[src/sv/tbm_pkg.sv]
// Types, codes and sizes shared by the triple buffer frame manager.
package tbm_pkg;

  localparam int BUFFER_COUNT = 3;
  localparam int BUF_IDX_W = (BUFFER_COUNT > 1) ? $clog2(BUFFER_COUNT) : 1;
  localparam int IDX_W = 3;
  localparam int SHOWN_W = 4;
  localparam int STAMP_W = 32;
  localparam int TIME_W = 48;
  localparam int CFG_W = 20;
  localparam int CFG_IDX_W = 2;

  localparam logic [SHOWN_W-1:0] NONE_SHOWN = 4'd15;

  localparam logic [2:0] KIND_ACQUIRE      = 3'd0;
  localparam logic [2:0] KIND_PUBLISH      = 3'd1;
  localparam logic [2:0] KIND_ABORT        = 3'd2;
  localparam logic [2:0] KIND_PRESENT_TICK = 3'd3;
  localparam logic [2:0] KIND_PRESENT_DONE = 3'd4;

  localparam logic [2:0] RES_OK            = 3'd0;
  localparam logic [2:0] RES_PACED         = 3'd1;
  localparam logic [2:0] RES_NO_FREE       = 3'd2;
  localparam logic [2:0] RES_NOTHING_READY = 3'd3;
  localparam logic [2:0] RES_DISABLED      = 3'd4;
  localparam logic [2:0] RES_IGNORED       = 3'd5;

  localparam logic [CFG_IDX_W-1:0] CFG_PRESENT_ENABLE = 2'd0;
  localparam logic [CFG_IDX_W-1:0] CFG_FRAME_PERIOD   = 2'd1;
  localparam logic [CFG_IDX_W-1:0] CFG_PACING_TOL     = 2'd2;

  localparam logic [CFG_W-1:0] FRAME_PERIOD_RESET = 20'd33333;
  localparam logic [CFG_W-1:0] PACING_TOL_RESET   = 20'd3000;

  typedef enum logic [1:0] {
    BUF_FREE      = 2'd0,
    BUF_WRITING   = 2'd1,
    BUF_READY     = 2'd2,
    BUF_DISPLAYED = 2'd3
  } buf_state_t;

  typedef struct packed {
    logic [2:0]        kind;
    logic [TIME_W-1:0] now_us;
    logic [IDX_W-1:0]  buffer_index;
  } in_item_t;

  typedef struct packed {
    logic [2:0]         status;
    logic [IDX_W-1:0]   granted_index;
    logic [STAMP_W-1:0] sequence_res;
  } out_item_t;

  typedef struct packed {
    logic             present_enable;
    logic [CFG_W-1:0] frame_period_us;
    logic [CFG_W-1:0] pacing_tolerance_us;
  } cfg_t;

  typedef struct packed {
    buf_state_t [BUFFER_COUNT-1:0]              buffer_status;
    logic [BUFFER_COUNT-1:0][STAMP_W-1:0]       buffer_stamp;
    logic [STAMP_W-1:0]                         stamp_counter;
    logic [TIME_W-1:0]                          next_deadline;
    logic                                       deadline_armed;
    logic [SHOWN_W-1:0]                         shown_index;
  } mgr_state_t;

endpackage

[src/sv/tbm_event_logic.sv]
// Single-pass event decode and buffer pool update for one request.
module tbm_event_logic import tbm_pkg::*; (
  input  in_item_t   req,
  input  cfg_t       cfg,
  input  mgr_state_t cur,
  output mgr_state_t nxt,
  output out_item_t  res
);

  logic                 free_found;
  logic [BUF_IDX_W-1:0] free_idx;
  logic                 sel_found;
  logic [BUF_IDX_W-1:0] sel_idx;
  logic [STAMP_W-1:0]   best;
  logic [TIME_W:0]      tol_sum;
  logic [TIME_W:0]      period_sum;
  logic [TIME_W-1:0]    deadline_sat;
  logic                 paced;
  logic                 bi_ok;
  logic [BUF_IDX_W-1:0] bi;
  logic                 shown_ok;
  logic [BUF_IDX_W-1:0] shown;
  logic [STAMP_W-1:0]   stamp_inc;

  assign tol_sum      = {1'b0, req.now_us} + (TIME_W+1)'(cfg.pacing_tolerance_us);
  assign period_sum   = {1'b0, req.now_us} + (TIME_W+1)'(cfg.frame_period_us);
  assign deadline_sat = period_sum[TIME_W] ? '1 : period_sum[TIME_W-1:0];
  assign paced        = cur.deadline_armed && (tol_sum < {1'b0, cur.next_deadline});
  assign bi           = req.buffer_index[BUF_IDX_W-1:0];
  assign bi_ok        = ({1'b0, req.buffer_index} < (IDX_W+1)'(BUFFER_COUNT))
                        && (cur.buffer_status[bi] == BUF_WRITING);
  assign shown        = cur.shown_index[BUF_IDX_W-1:0];
  assign shown_ok     = cur.shown_index < SHOWN_W'(BUFFER_COUNT);
  assign stamp_inc    = cur.stamp_counter + 1'b1;

  // lowest free buffer
  always_comb begin
    free_found = 1'b0;
    free_idx   = '0;
    for (int i = 0; i < BUFFER_COUNT; i++) begin
      if (!free_found && cur.buffer_status[i] == BUF_FREE) begin
        free_found = 1'b1;
        free_idx   = BUF_IDX_W'(i);
      end
    end
  end

  // newest ready buffer, lowest index on ties
  always_comb begin
    sel_found = 1'b0;
    sel_idx   = '0;
    best      = '0;
    for (int i = 0; i < BUFFER_COUNT; i++) begin
      if (cur.buffer_status[i] == BUF_READY &&
          (!sel_found || cur.buffer_stamp[i] > best)) begin
        sel_found = 1'b1;
        sel_idx   = BUF_IDX_W'(i);
        best      = cur.buffer_stamp[i];
      end
    end
  end

  always_comb begin
    nxt = cur;
    res = '{status: RES_IGNORED, granted_index: '0, sequence_res: '0};
    unique case (req.kind) inside
      KIND_ACQUIRE: begin
        if (paced) begin
          res.status = RES_PACED;
        end else begin
          nxt.next_deadline  = deadline_sat;
          nxt.deadline_armed = 1'b1;
          if (free_found) begin
            nxt.buffer_status[free_idx] = BUF_WRITING;
            res.status        = RES_OK;
            res.granted_index = IDX_W'(free_idx);
          end else begin
            res.status = RES_NO_FREE;
          end
        end
      end
      KIND_PUBLISH, KIND_ABORT: begin
        if (bi_ok) begin
          res.status        = RES_OK;
          res.granted_index = req.buffer_index;
          if (req.kind == KIND_ABORT) begin
            nxt.buffer_status[bi] = BUF_FREE;
          end else begin
            for (int i = 0; i < BUFFER_COUNT; i++) begin
              if (cur.buffer_status[i] == BUF_READY) begin
                nxt.buffer_status[i] = BUF_FREE;
              end
            end
            nxt.stamp_counter     = stamp_inc;
            nxt.buffer_stamp[bi]  = stamp_inc;
            nxt.buffer_status[bi] = BUF_READY;
            res.sequence_res      = stamp_inc;
          end
        end
      end
      KIND_PRESENT_TICK: begin
        if (!cfg.present_enable) begin
          res.status = RES_DISABLED;
        end else if (!sel_found) begin
          res.status = RES_NOTHING_READY;
        end else begin
          if (shown_ok && cur.buffer_status[shown] == BUF_DISPLAYED) begin
            nxt.buffer_status[shown] = BUF_FREE;
          end
          nxt.buffer_status[sel_idx] = BUF_DISPLAYED;
          nxt.shown_index            = SHOWN_W'(sel_idx);
          res.status                 = RES_OK;
          res.granted_index          = IDX_W'(sel_idx);
          res.sequence_res           = best;
        end
      end
      KIND_PRESENT_DONE: begin
        if (shown_ok) begin
          nxt.buffer_status[shown] = BUF_FREE;
          nxt.shown_index          = NONE_SHOWN;
          res.status               = RES_OK;
          res.granted_index        = IDX_W'(shown);
          res.sequence_res         = cur.buffer_stamp[shown];
        end
      end
      default: begin
        res.status = RES_IGNORED;
      end
    endcase
  end

endmodule

[src/sv/triple_buffer_latest_frame_manager_top.sv]
// Top level: request register, pool state, configuration and result register.
//
//   channel | ports                                  | moves
//   --------+----------------------------------------+--------------------------
//   in      | in_valid, in_ready, in_data            | one event request
//   out     | out_valid, out_ready, out_data         | one result per request
//   cfg     | cfg_write_en, cfg_index, cfg_wdata     | register write, no wait
//
// One request per cycle sustained while out_ready is high.
// The request register feeds the single-pass update, which loads the result
// register and the pool state in the same cycle.
// Synchronous reset frees all buffers, clears stamps and deadline, and loads
// the configuration reset values.
// While out_ready is low the result holds, one more request waits in the
// request register, and then in_ready drops.
module triple_buffer_latest_frame_manager_top import tbm_pkg::*; (
  input  logic                 clk,
  input  logic                 rst_n,
  input  logic                 in_valid,
  output logic                 in_ready,
  input  in_item_t             in_data,
  output logic                 out_valid,
  input  logic                 out_ready,
  output out_item_t            out_data,
  input  logic                 cfg_write_en,
  input  logic [CFG_IDX_W-1:0] cfg_index,
  input  logic [CFG_W-1:0]     cfg_wdata
);

  logic       in_v_r;
  in_item_t   in_r;
  logic       out_v_r;
  out_item_t  out_r;
  mgr_state_t state_r;
  mgr_state_t state_nxt;
  out_item_t  res_nxt;
  cfg_t       cfg_r;
  logic       advance;
  logic [BUFFER_COUNT-1:0] displayed;

  assign advance   = in_v_r && (!out_v_r || out_ready);
  assign in_ready  = !in_v_r || advance;
  assign out_valid = out_v_r;
  assign out_data  = out_r;

  tbm_event_logic u_event (
    .req (in_r),
    .cfg (cfg_r),
    .cur (state_r),
    .nxt (state_nxt),
    .res (res_nxt)
  );

  always_ff @(posedge clk) begin
    if (!rst_n) begin
      in_v_r <= 1'b0;
    end else if (in_ready) begin
      in_v_r <= in_valid;
    end
  end

  always_ff @(posedge clk) begin
    if (in_ready && in_valid) begin
      in_r <= in_data;
    end
  end

  always_ff @(posedge clk) begin
    if (!rst_n) begin
      out_v_r <= 1'b0;
    end else if (advance) begin
      out_v_r <= 1'b1;
    end else if (out_ready) begin
      out_v_r <= 1'b0;
    end
  end

  always_ff @(posedge clk) begin
    if (advance) begin
      out_r <= res_nxt;
    end
  end

  always_ff @(posedge clk) begin
    if (!rst_n) begin
      for (int i = 0; i < BUFFER_COUNT; i++) begin
        state_r.buffer_status[i] <= BUF_FREE;
        state_r.buffer_stamp[i]  <= '0;
      end
      state_r.stamp_counter  <= '0;
      state_r.next_deadline  <= '0;
      state_r.deadline_armed <= 1'b0;
      state_r.shown_index    <= NONE_SHOWN;
    end else if (advance) begin
      state_r <= state_nxt;
    end
  end

  always_ff @(posedge clk) begin
    if (!rst_n) begin
      cfg_r.present_enable      <= 1'b0;
      cfg_r.frame_period_us     <= FRAME_PERIOD_RESET;
      cfg_r.pacing_tolerance_us <= PACING_TOL_RESET;
    end else if (cfg_write_en) begin
      unique case (cfg_index)
        CFG_PRESENT_ENABLE: cfg_r.present_enable      <= cfg_wdata[0];
        CFG_FRAME_PERIOD:   cfg_r.frame_period_us     <= cfg_wdata;
        CFG_PACING_TOL:     cfg_r.pacing_tolerance_us <= cfg_wdata;
        default: begin
        end
      endcase
    end
  end

  always_comb begin
    for (int i = 0; i < BUFFER_COUNT; i++) begin
      displayed[i] = (state_r.buffer_status[i] == BUF_DISPLAYED);
    end
  end

  a_one_displayed: assert property (@(posedge clk) disable iff (!rst_n)
    $countones(displayed) <= 1)
    else $error("more than one buffer on display");

  a_shown_is_displayed: assert property (@(posedge clk) disable iff (!rst_n)
    (state_r.shown_index < SHOWN_W'(BUFFER_COUNT)) |->
      (state_r.buffer_status[state_r.shown_index[BUF_IDX_W-1:0]] == BUF_DISPLAYED))
    else $error("shown buffer not in displayed state");

  a_shown_range: assert property (@(posedge clk) disable iff (!rst_n)
    (state_r.shown_index == NONE_SHOWN) || (state_r.shown_index < SHOWN_W'(BUFFER_COUNT)))
    else $error("shown index out of range");

  a_stamp_step: assert property (@(posedge clk) disable iff (!rst_n)
    ($past(rst_n) && !$stable(state_r.stamp_counter)) |->
      (state_r.stamp_counter == $past(state_r.stamp_counter) + 32'd1))
    else $error("stamp counter moved by other than one");

  a_ready_when_empty: assert property (@(posedge clk) disable iff (!rst_n)
    !out_v_r |-> in_ready)
    else $error("request stalled with empty result register");

endmodule
[config.mk]
export PLATFORM = sky130hd
export DESIGN_NAME = triple_buffer_latest_frame_manager_top
export DESIGN_NICKNAME = d
export VERILOG_FILES = /design/src/sv/tbm_pkg.sv /design/src/sv/tbm_event_logic.sv /design/src/sv/triple_buffer_latest_frame_manager_top.sv
export SDC_FILE = /design/constraint.sdc
export NUM_CORES = 1
export LEC_CHECK = 0
export BUFFER_PORTS_ARGS = -buffer_cell sky130_fd_sc_hd__buf_2
export CORE_AREA = 2 2 203 205
export CTS_CLUSTER_SIZE = 10
export DETAILED_ROUTE_END_ITERATION = 12
export DIE_AREA = 0 0 205 207
export PLACE_DENSITY = 0.67
export SLEW_MARGIN = 40
export SYNTH_ARGS = -nofsm -noshare
export SYNTH_HDL_FRONTEND = slang
export SYNTH_SLANG_ARGS = --single-unit
[constraint.sdc]
create_clock -name clk -period 7.96 [get_ports clk]
set_clock_uncertainty 0.05 [all_clocks]
set_input_delay 1.592 -clock clk [delete_from_list [all_inputs] [get_ports clk]]
set_output_delay 1.592 -clock clk [all_outputs]
set_load 0.01 [all_outputs]
==> results of run 1 <==
cell type report:
type                    instances  area share (%)
inverters                     115           1.949
clock buffers                  70           5.258
repair buffers                143           3.643
clock inverters                 1         0.02824
flip-flops and latches        321           33.19
multi-input cells            1741           52.93
well taps                     532           3.005
placed cells by master (no fill, tap or decap), types with 26 or more instances in the layout:
master,count
sky130_fd_sc_hd__o211ai_1,39
sky130_fd_sc_hd__o211a_1,90
sky130_fd_sc_hd__clkbuf_16,41
sky130_fd_sc_hd__and2_1,31
sky130_fd_sc_hd__xnor2_1,97
sky130_fd_sc_hd__edfxtp_1,92
sky130_fd_sc_hd__nand3_1,62
sky130_fd_sc_hd__nor3_1,35
sky130_fd_sc_hd__a21boi_0,40
sky130_fd_sc_hd__dfxtp_1,227
sky130_fd_sc_hd__a21oi_1,137
sky130_fd_sc_hd__nand2_1,383
sky130_fd_sc_hd__mux2_2,33
sky130_fd_sc_hd__ha_1,152
sky130_fd_sc_hd__clkbuf_1,26
sky130_fd_sc_hd__xor2_1,44
sky130_fd_sc_hd__nor2_1,75
sky130_fd_sc_hd__a21o_1,54
sky130_fd_sc_hd__nand4_1,41
sky130_fd_sc_hd__mux2i_1,43
sky130_fd_sc_hd__buf_2,119
sky130_fd_sc_hd__o21ai_0,166
sky130_fd_sc_hd__inv_1,114
through the flow:
stage               area (um^2)  hold slack [ns]  utilization (%)  power (mW)  cells
global placement          20900           0.4082            51.77       2.143   2849
detailed placement        20970           0.4139            51.93       2.154   2852
floorplan                 19930           0.3918                -       2.032   2303
finish                    22150           0.4189            54.88       3.794   2923
CTS                       22140           0.4219            54.84       3.834   2923
global route              22150           0.4469            54.88       3.946   2923
worst max-delay path: cells and delay by family, from the launching register on:
kind | cells | cell delay [ns]
and+or+nand+nor | 4 | 1.03
adders and majority gates | 2 | 0.67
DFF | 1 | 0.47
AOI/OAI and AO/OA | 11 | 3.36
buffers and inverters | 2 | 0.90
xor gates and xnor gates | 1 | 0.18
layer usage:
layer	track usage (%)	vias up	wire (um)
met4	10.15	2	1869
met5	0	-	13
met2	43.92	516	26210
met3	3.461	117	2648
met1	32.10	8283	23530
li1	-	8348	-
worst max-delay path by stage:
| stage | to | slack (ns) | cells after the start |
|---|---|---|---|
| global route | state_r[45] | 0.75 | 20 |
| CTS | state_r[45] | 1.26 | 20 |
| finish | state_r[45] | 1.14 | 20 |
| floorplan | out_data[22] | 2.28 | 22 |
| global placement | state_r[183] | 1.52 | 21 |
| detailed placement | state_r[45] | 1.37 | 20 |
kinds of logic (layout without fill, tap and decap cells):
| family | count (synthesis) | count (layout) | synth area share (%) |
|---|---|---|---|
| AO/OA/AOI/OAI | 619 | 619 | 20.98 |
| XOR/XNOR | 141 | 141 | 6.196 |
| adder cells (fa/ha/maj) | 155 | 155 | 9.793 |
| buffers and inverters | 241 | 329 | 4.690 |
| flip-flops | 321 | 321 | 36.86 |
| multiplexers | 76 | 76 | 4.024 |
| other | 1 | 1 | 0.01882 |
| AND/OR/NAND/NOR | 749 | 749 | 17.43 |
power breakdown:
part / internal [mW] / switching (mW) / leakage (nW)
clock network: 0.982 / 0.690 / 0.562
registers: 1.72 / 0.0355 / 2.75
logic: 0.146 / 0.218 / 6.07
total: 2.85 / 0.944 / 9.37
==> results.txt, run 1 <==
----------------------------------------------------
[Routing]
  Antenna violation net count after detailed routing ... 0
  DRC viols ... 0
  Via Count ... 17270
  Via density per instance ... 5.907
  Drt wl/cell ... 18.57 um
  First-pass detailed-route iteration total ... 5
  Number of DRC violations after detailed-routing iteration 0 ... 1188
  Final routed wirelength across all metal layers ... 54280 um

[Synthesis]
  Synth warn ... 0
  Synth Register Bits ... 321
  Portion of synthesized cell area occupied by the leading cell type ... 23.00%
  Count of mapped cells out of synthesis ... 2303
  Main synth FF type ... sky130_fd_sc_hd__dfxtp_1
  Syn Area/Cell ... 8.654 um^2
  Most common cell in the synthesized netlist ... sky130_fd_sc_hd__nand2_1
  Number of nets produced by synthesis ... 2538
  Top post-synthesis cells by area ... sky130_fd_sc_hd__dfxtp_1, sky130_fd_sc_hd__edfxtp_1, sky130_fd_sc_hd__ha_1
  Async SR Flop Fraction ... 0%
  Top post-synthesis cells by count ... sky130_fd_sc_hd__nand2_1, sky130_fd_sc_hd__dfxtp_1, sky130_fd_sc_hd__o21ai_0
  EDFF count, synth ... 92
  Sequential share of the synthesized area ... 36.86%
  Yosys top cell by area ... sky130_fd_sc_hd__dfxtp_1
  Synthesized area ... 0.01993 mm^2
  Number of unique standard cell types used by synthesis ... 76

[Timing]
  Final Slew Violations ... 0
  Timing-limited maximum frequency ... 146.6 MHz
  Final period util ... 85.72%
  Max-slew headroom at the worst pin ... 48.03%
  Number of setup violations in the final report ... 0
  Total negative slack for setup checks ... 0 ns
  Worst Tran Pin Value ... 0.7796 ns
  RSZ-0062 raised after global routing ... no
  Minimum setup slack in the final design ... 1.137 ns
  Hold Vio Cnt, Final ... 0
  Period minus WS final ... 6.823 ns

[Die]
  Total I/O pin count ... 121
  Height of the die ... 207 um
  Number of rows created at floorplan ... 74
  Initial standard-cell utilization of the core ... 49.37%
  Floorplan die area ... 0.04244 mm^2
  Core region area ... 0.04037 mm^2
  Width of the die ... 205 um

[Place]
  Buffers on Ports ... 120
  Routability congestion estimate from global placement ... 0.9034
  Placed wire-length estimate ... 37270 um
  Post-placement worst setup slack ... 1.366 ns

[Critical path]
  CP max stage delay ... 0.66 ns
  Critical Path Start Type ... flip-flop
  Critical Path Start ... in_r[4]
  Data arrival time at the worst-slack endpoint ... 7.19 ns
  Critical path endpoint category ... flip-flop
  Master of the slowest instance on the critical path ... sky130_fd_sc_hd__a21boi_4
  Internal reg-to-reg setup slack ... 1.14 ns
  End of the worst register-to-register path ... state_r[45]
  Origin of the critical flop-to-flop path ... in_r[4]
  Max FO, Critical Path ... 51
  Type of the worst setup path ... flip-flop to flip-flop
  Reg2Reg Depth ... 20
  Sequence of cells on the critical path ... ha_1, a211o_1, o211ai_1, a211oi_1, o221ai_1, a21oi_1, a41oi_1, nor2_1, xor2_1, ha_1, nand4_1, nor4_1, nand3_1, a211oi_1, a211oi_2, a211oi_4, buf_4, a21boi_4, buf_4, a31oi_1
  Worst Path Required ... 8.33 ns

[Clock tree]
  Post-CTS Setup Bufs ... 0
  Total clock sinks ... 321
  Quantity of hold-fixing buffers added after cts ... 0
  Root buf cell ... sky130_fd_sc_hd__clkbuf_16
  Clock tree from TritonCTS ... yes
  Clock slew seen by the registers of the worst setup and hold paths ... 0.05 ns
  Number of buffers inserted during clock tree synthesis ... 39
  Total number of H-tree levels ... 2
  Max Root-Sink Buffers ... 3
  Post-cts gate resize count ... 0
  Clock latency reported for the late side of the worst-skew pair ... 0.56 ns

[Power]
  Worst ir drop on vdd ... 0.0001452 V
  Standby leakage power ... 9.375 nW
  Pwr dens ... 171.3 mW/mm^2

[GRT]
  Total GRT Usage ... 25.51%
  Number of antenna violations at the first check in global routing ... 1
  Largest net degree at the start of global routing ... 130
  Via count of the first global-routing pass ... 16880
  Global-route congestion overflow total ... 0
  Wire length of the first global-routing pass ... 87570 um

[Min path]
  Launch point of the worst hold path ... cfg_r[15]
  WHS Path Cells ... 2
  Worst Hold End ... cfg_r[15]
  Kind of path behind the tightest hold check ... flip-flop to flip-flop

[Layout]
  Antenna cell count ... 0
  Share of final-layout standard cells stronger than drive strength 1 ... 10.58%
  FF+latch area ... 0.007352 mm^2
  Number of filler instances in the final layout ... 3751
  Nets ... 2596
  Footprint of the multi-input gates ... 0.01173 mm^2
  Area Overhead vs Synth ... 11.15%

[Run status]
  Result of the run ... complete, no violations

[Flow run]
  MaxCap Viol Count ... 0

----------------------------------------------------
Power figures use the tool's default switching activity.
==> run 2, diff against run 1 <==
--- a/config.mk
+++ b/config.mk
@@ -6,9 +6,10 @@
 export NUM_CORES = 1
 export LEC_CHECK = 0
-export BUFFER_PORTS_ARGS = -buffer_cell sky130_fd_sc_hd__buf_2
+export BUFFER_PORTS_ARGS = -buffer_cell sky130_fd_sc_hd__buf_4
 export CORE_AREA = 2 2 203 205
 export CTS_CLUSTER_SIZE = 10
 export DETAILED_ROUTE_END_ITERATION = 12
 export DIE_AREA = 0 0 205 207
+export GPL_TIMING_DRIVEN = 0
 export PLACE_DENSITY = 0.67
 export SLEW_MARGIN = 40
--- a/constraint.sdc
+++ b/constraint.sdc
@@ -3,3 +3,3 @@
 set_input_delay 1.592 -clock clk [delete_from_list [all_inputs] [get_ports clk]]
 set_output_delay 1.592 -clock clk [all_outputs]
-set_load 0.01 [all_outputs]
+set_load 0.005 [all_outputs]
==> results.txt, run 2 (same netlist as run 1, synthesis figures left out) <==
----------------------------------------------------
[GRT]
  Wire length of the first global-routing pass ... 93860 um (was 87570 um)
  Largest net degree at the start of global routing ... 43 (was 130)
  Number of antenna violations at the first check in global routing ... 0 (was 1)
  Total GRT Usage ... 27.90% (was 25.51%)
  Global-route congestion overflow total ... 0 (unchanged)
  Via count of the first global-routing pass ... 17680 (was 16880)

[Critical path]
  Buffering stage count on the worst path with inverters included ... 6 (was 2)
  Crit path top cell by count ... sky130_fd_sc_hd__nand4_1
  Worst Path Required ... 8.16 ns (was 8.33 ns)
  Critical Path Start Type ... flip-flop (unchanged)
  Data arrival time at the worst-slack endpoint ... 7.96 ns (was 7.19 ns)
  Internal reg-to-reg setup slack ... 0.20 ns (was 1.14 ns)
  Max FO, Critical Path ... 10 (was 51)
  Sequence of cells on the critical path ... inv_1, nor2_2, clkbuf_1, nand2_1, ha_1, nand4_1, nor3_1, a31oi_1, and2_1, a22oi_1, buf_2, clkbuf_2, mux2_2, ha_1, nand4_1, nor4_1, nand4_1, and3_1, a22oi_2, clkbuf_2, clkbuf_1, a21o_1, o211ai_1 (was ha_1, a211o_1, o211ai_1, a211oi_1, o221ai_1, a21oi_1, a41oi_1, nor2_1, xor2_1, ha_1, nand4_1, nor4_1, nand3_1, a211oi_1, a211oi_2, a211oi_4, buf_4, a21boi_4, buf_4, a31oi_1)
  Critical path endpoint category ... flip-flop (unchanged)
  Type of the worst setup path ... flip-flop to flip-flop (unchanged)
  CP max stage delay ... 0.53 ns (was 0.66 ns)
  Kind of cell with the highest combined delay on the critical path ... simple AND/OR/NAND/NOR gates (was compound AO/OA/AOI/OAI gates)
  Master of the slowest instance on the critical path ... sky130_fd_sc_hd__nor4_1 (was sky130_fd_sc_hd__a21boi_4)

[Clock tree]
  Clock tree from TritonCTS ... yes (unchanged)
  Total number of H-tree levels ... 2 (unchanged)
  Number of buffers inserted during clock tree synthesis ... 40 (was 39)
  Root buf cell ... sky130_fd_sc_hd__clkbuf_16 (unchanged)
  Max Root-Sink Buffers ... 3 (unchanged)
  Clock latency reported for the late side of the worst-skew pair ... 0.58 ns (was 0.56 ns)
  Clock slew seen by the registers of the worst setup and hold paths ... 0.05 ns (about the same)
  Total clock sinks ... 321 (unchanged)
  Post-CTS Setup Bufs ... 0 (unchanged)

[Routing]
  Number of DRC violations after detailed-routing iteration 0 ... 1319 (was 1188)
  Drt wl/cell ... 19.57 um (was 18.57 um)
  Antenna violation net count after detailed routing ... 0 (unchanged)
  DRC viols ... 0 (unchanged)
  Via density per instance ... 5.861 (was 5.907)
  Final routed wirelength across all metal layers ... 59350 um (was 54280 um)
  First-pass detailed-route iteration total ... 6 (was 5)
  Via Count ... 17770 (was 17270)

[Layout]
  Leading cell types in the layout, fill and taps excluded ... sky130_fd_sc_hd__nand2_1, sky130_fd_sc_hd__dfxtp_1, sky130_fd_sc_hd__o21ai_0 (unchanged)
  Number of filler instances in the final layout ... 3744 (was 3751)
  Most frequent standard cell in the layout excluding fill and tap cells ... sky130_fd_sc_hd__nand2_1 (unchanged)
  Footprint of the multi-input gates ... 0.01172 mm^2 (was 0.01173 mm^2)
  Nets ... 2702 (was 2596)
  FF+latch area ... 0.007347 mm^2 (was 0.007352 mm^2)
  Util after Layout ... 56.59% (was 54.88%)
  Area Overhead vs Synth ... 14.62% (was 11.15%)
  Share of final-layout standard cells stronger than drive strength 1 ... 9.804% (was 10.58%)

[Timing]
  Hold Vio Cnt, Final ... 0 (unchanged)
  Number of setup violations in the final report ... 0 (unchanged)
  Final Slew Violations ... 0 (unchanged)
  RSZ-0062 raised after global routing ... no (unchanged)
  Worst Tran Pin Value ... 0.8690 ns (was 0.7796 ns)
  Max-slew headroom at the worst pin ... 42.07% (was 48.03%)
  Minimum setup slack in the final design ... 0.1958 ns (was 1.137 ns)
  Timing-limited maximum frequency ... 128.8 MHz (was 146.6 MHz)
  Final period util ... 97.54% (was 85.72%)
  Period minus WS final ... 7.764 ns (was 6.823 ns)

[Power]
  Standby leakage power ... 9.599 nW (was 9.375 nW)
  Worst ir drop on vdd ... 0.0001608 V (was 0.0001452 V)
  Pwr dens ... 170.0 mW/mm^2 (was 171.3 mW/mm^2)
  Power consumption ... 3.883 mW (was 3.794 mW)

[Die]
  Core region area ... 0.04037 mm^2 (unchanged)
  Floorplan die area ... 0.04244 mm^2 (unchanged)
  Number of rows created at floorplan ... 74 (unchanged)
  Initial standard-cell utilization of the core ... 49.37% (unchanged)
  Height of the die ... 207 um (unchanged)
  Total I/O pin count ... 121 (unchanged)
  Width of the die ... 205 um (unchanged)

[Min path]
  Kind of path behind the tightest hold check ... flip-flop to flip-flop (unchanged)

[Run status]
  Result of the run ... complete, no violations (unchanged)

[Flow run]
  MaxCap Viol Count ... 0 (unchanged)

[Place]
  Routability congestion estimate from global placement ... 0.9422 (was 0.9034)
  Post-placement worst setup slack ... -0.4231 ns (was 1.366 ns)
  Buffers on Ports ... 119 (was 120)
  Placed wire-length estimate ... 44390 um (was 37270 um)

----------------------------------------------------
-- run 2: final timing paths --
path | startpoint | to | cells after the start
hold reg to reg | cfg_r[14] | cfg_r[14] | 2
setup / recovery | state_r[182] | out_data[2] | 23
hold / removal | cfg_r[14] | cfg_r[14] | 2
setup reg to reg | state_r[182] | out_data[2] | 23
-- run 2: layer usage --
metal / share of wire (%) / wire (um) / global-route usage [%]
met1: 42 / 24770 / 34.34
met2: 48 / 28700 / 48.22
met3: 5.9 / 3508 / 4.169
met4: 4.0 / 2366 / 11.98
met5: 0 / 0 / 0
-- run 2: cell type report --
cell class / count / share of cell area, %
diodes: 1 / 0.01095
clock buffers: 70 / 5.099
flip-flops and latches: 321 / 32.16
repair buffers: 122 / 4.108
inverters: 115 / 1.901
plain buffers: 126 / 2.251
clock inverters: 4 / 0.2355
multi-input cells: 1741 / 51.32
well taps: 532 / 2.914
-- run 2: power by group --
part           switching (mW)  internal (mW)  total, mW  leakage (nW)
Combinational           0.227          0.164      0.392          6.27
Clock                   0.719           1.02       1.74         0.585
Sequential             0.0292           1.72       1.75          2.75
Total                   0.976           2.91       3.88          9.60
-- run 2: per-stage QoR --
| stage | TNS [ns] | hold slack, ns | std cells | cell area [um^2] |
|---|---|---|---|---|
| after global placement | -20.21 | 0.4078 | 2954 | 21490 |
| after CTS | 0 | 0.4226 | 3031 | 22830 |
| after detailed placement | -9.121 | 0.4138 | 2957 | 21600 |
| after global routing | 0 | 0.4438 | 3031 | 22840 |
| final | 0 | 0.4212 | 3032 | 22840 |
| after floorplan | 0 | 0.3918 | 2303 | 19930 |
-- run 2: tightest hold or removal path, stage by stage, from the launching register on --
cell and delay (ns):
sky130_fd_sc_hd__dfxtp_1 0.31, sky130_fd_sc_hd__nand2_1 0.05, sky130_fd_sc_hd__a21boi_0 0.06
-- run 2: repair_timing --
| action | 4_1_cts | 5_1_grt |
|---|---|---|
| setup endpoints to repair | 30 | 34 |
| resized for setup | 4 | 9 |
| hold buffers | 0 | 0 |
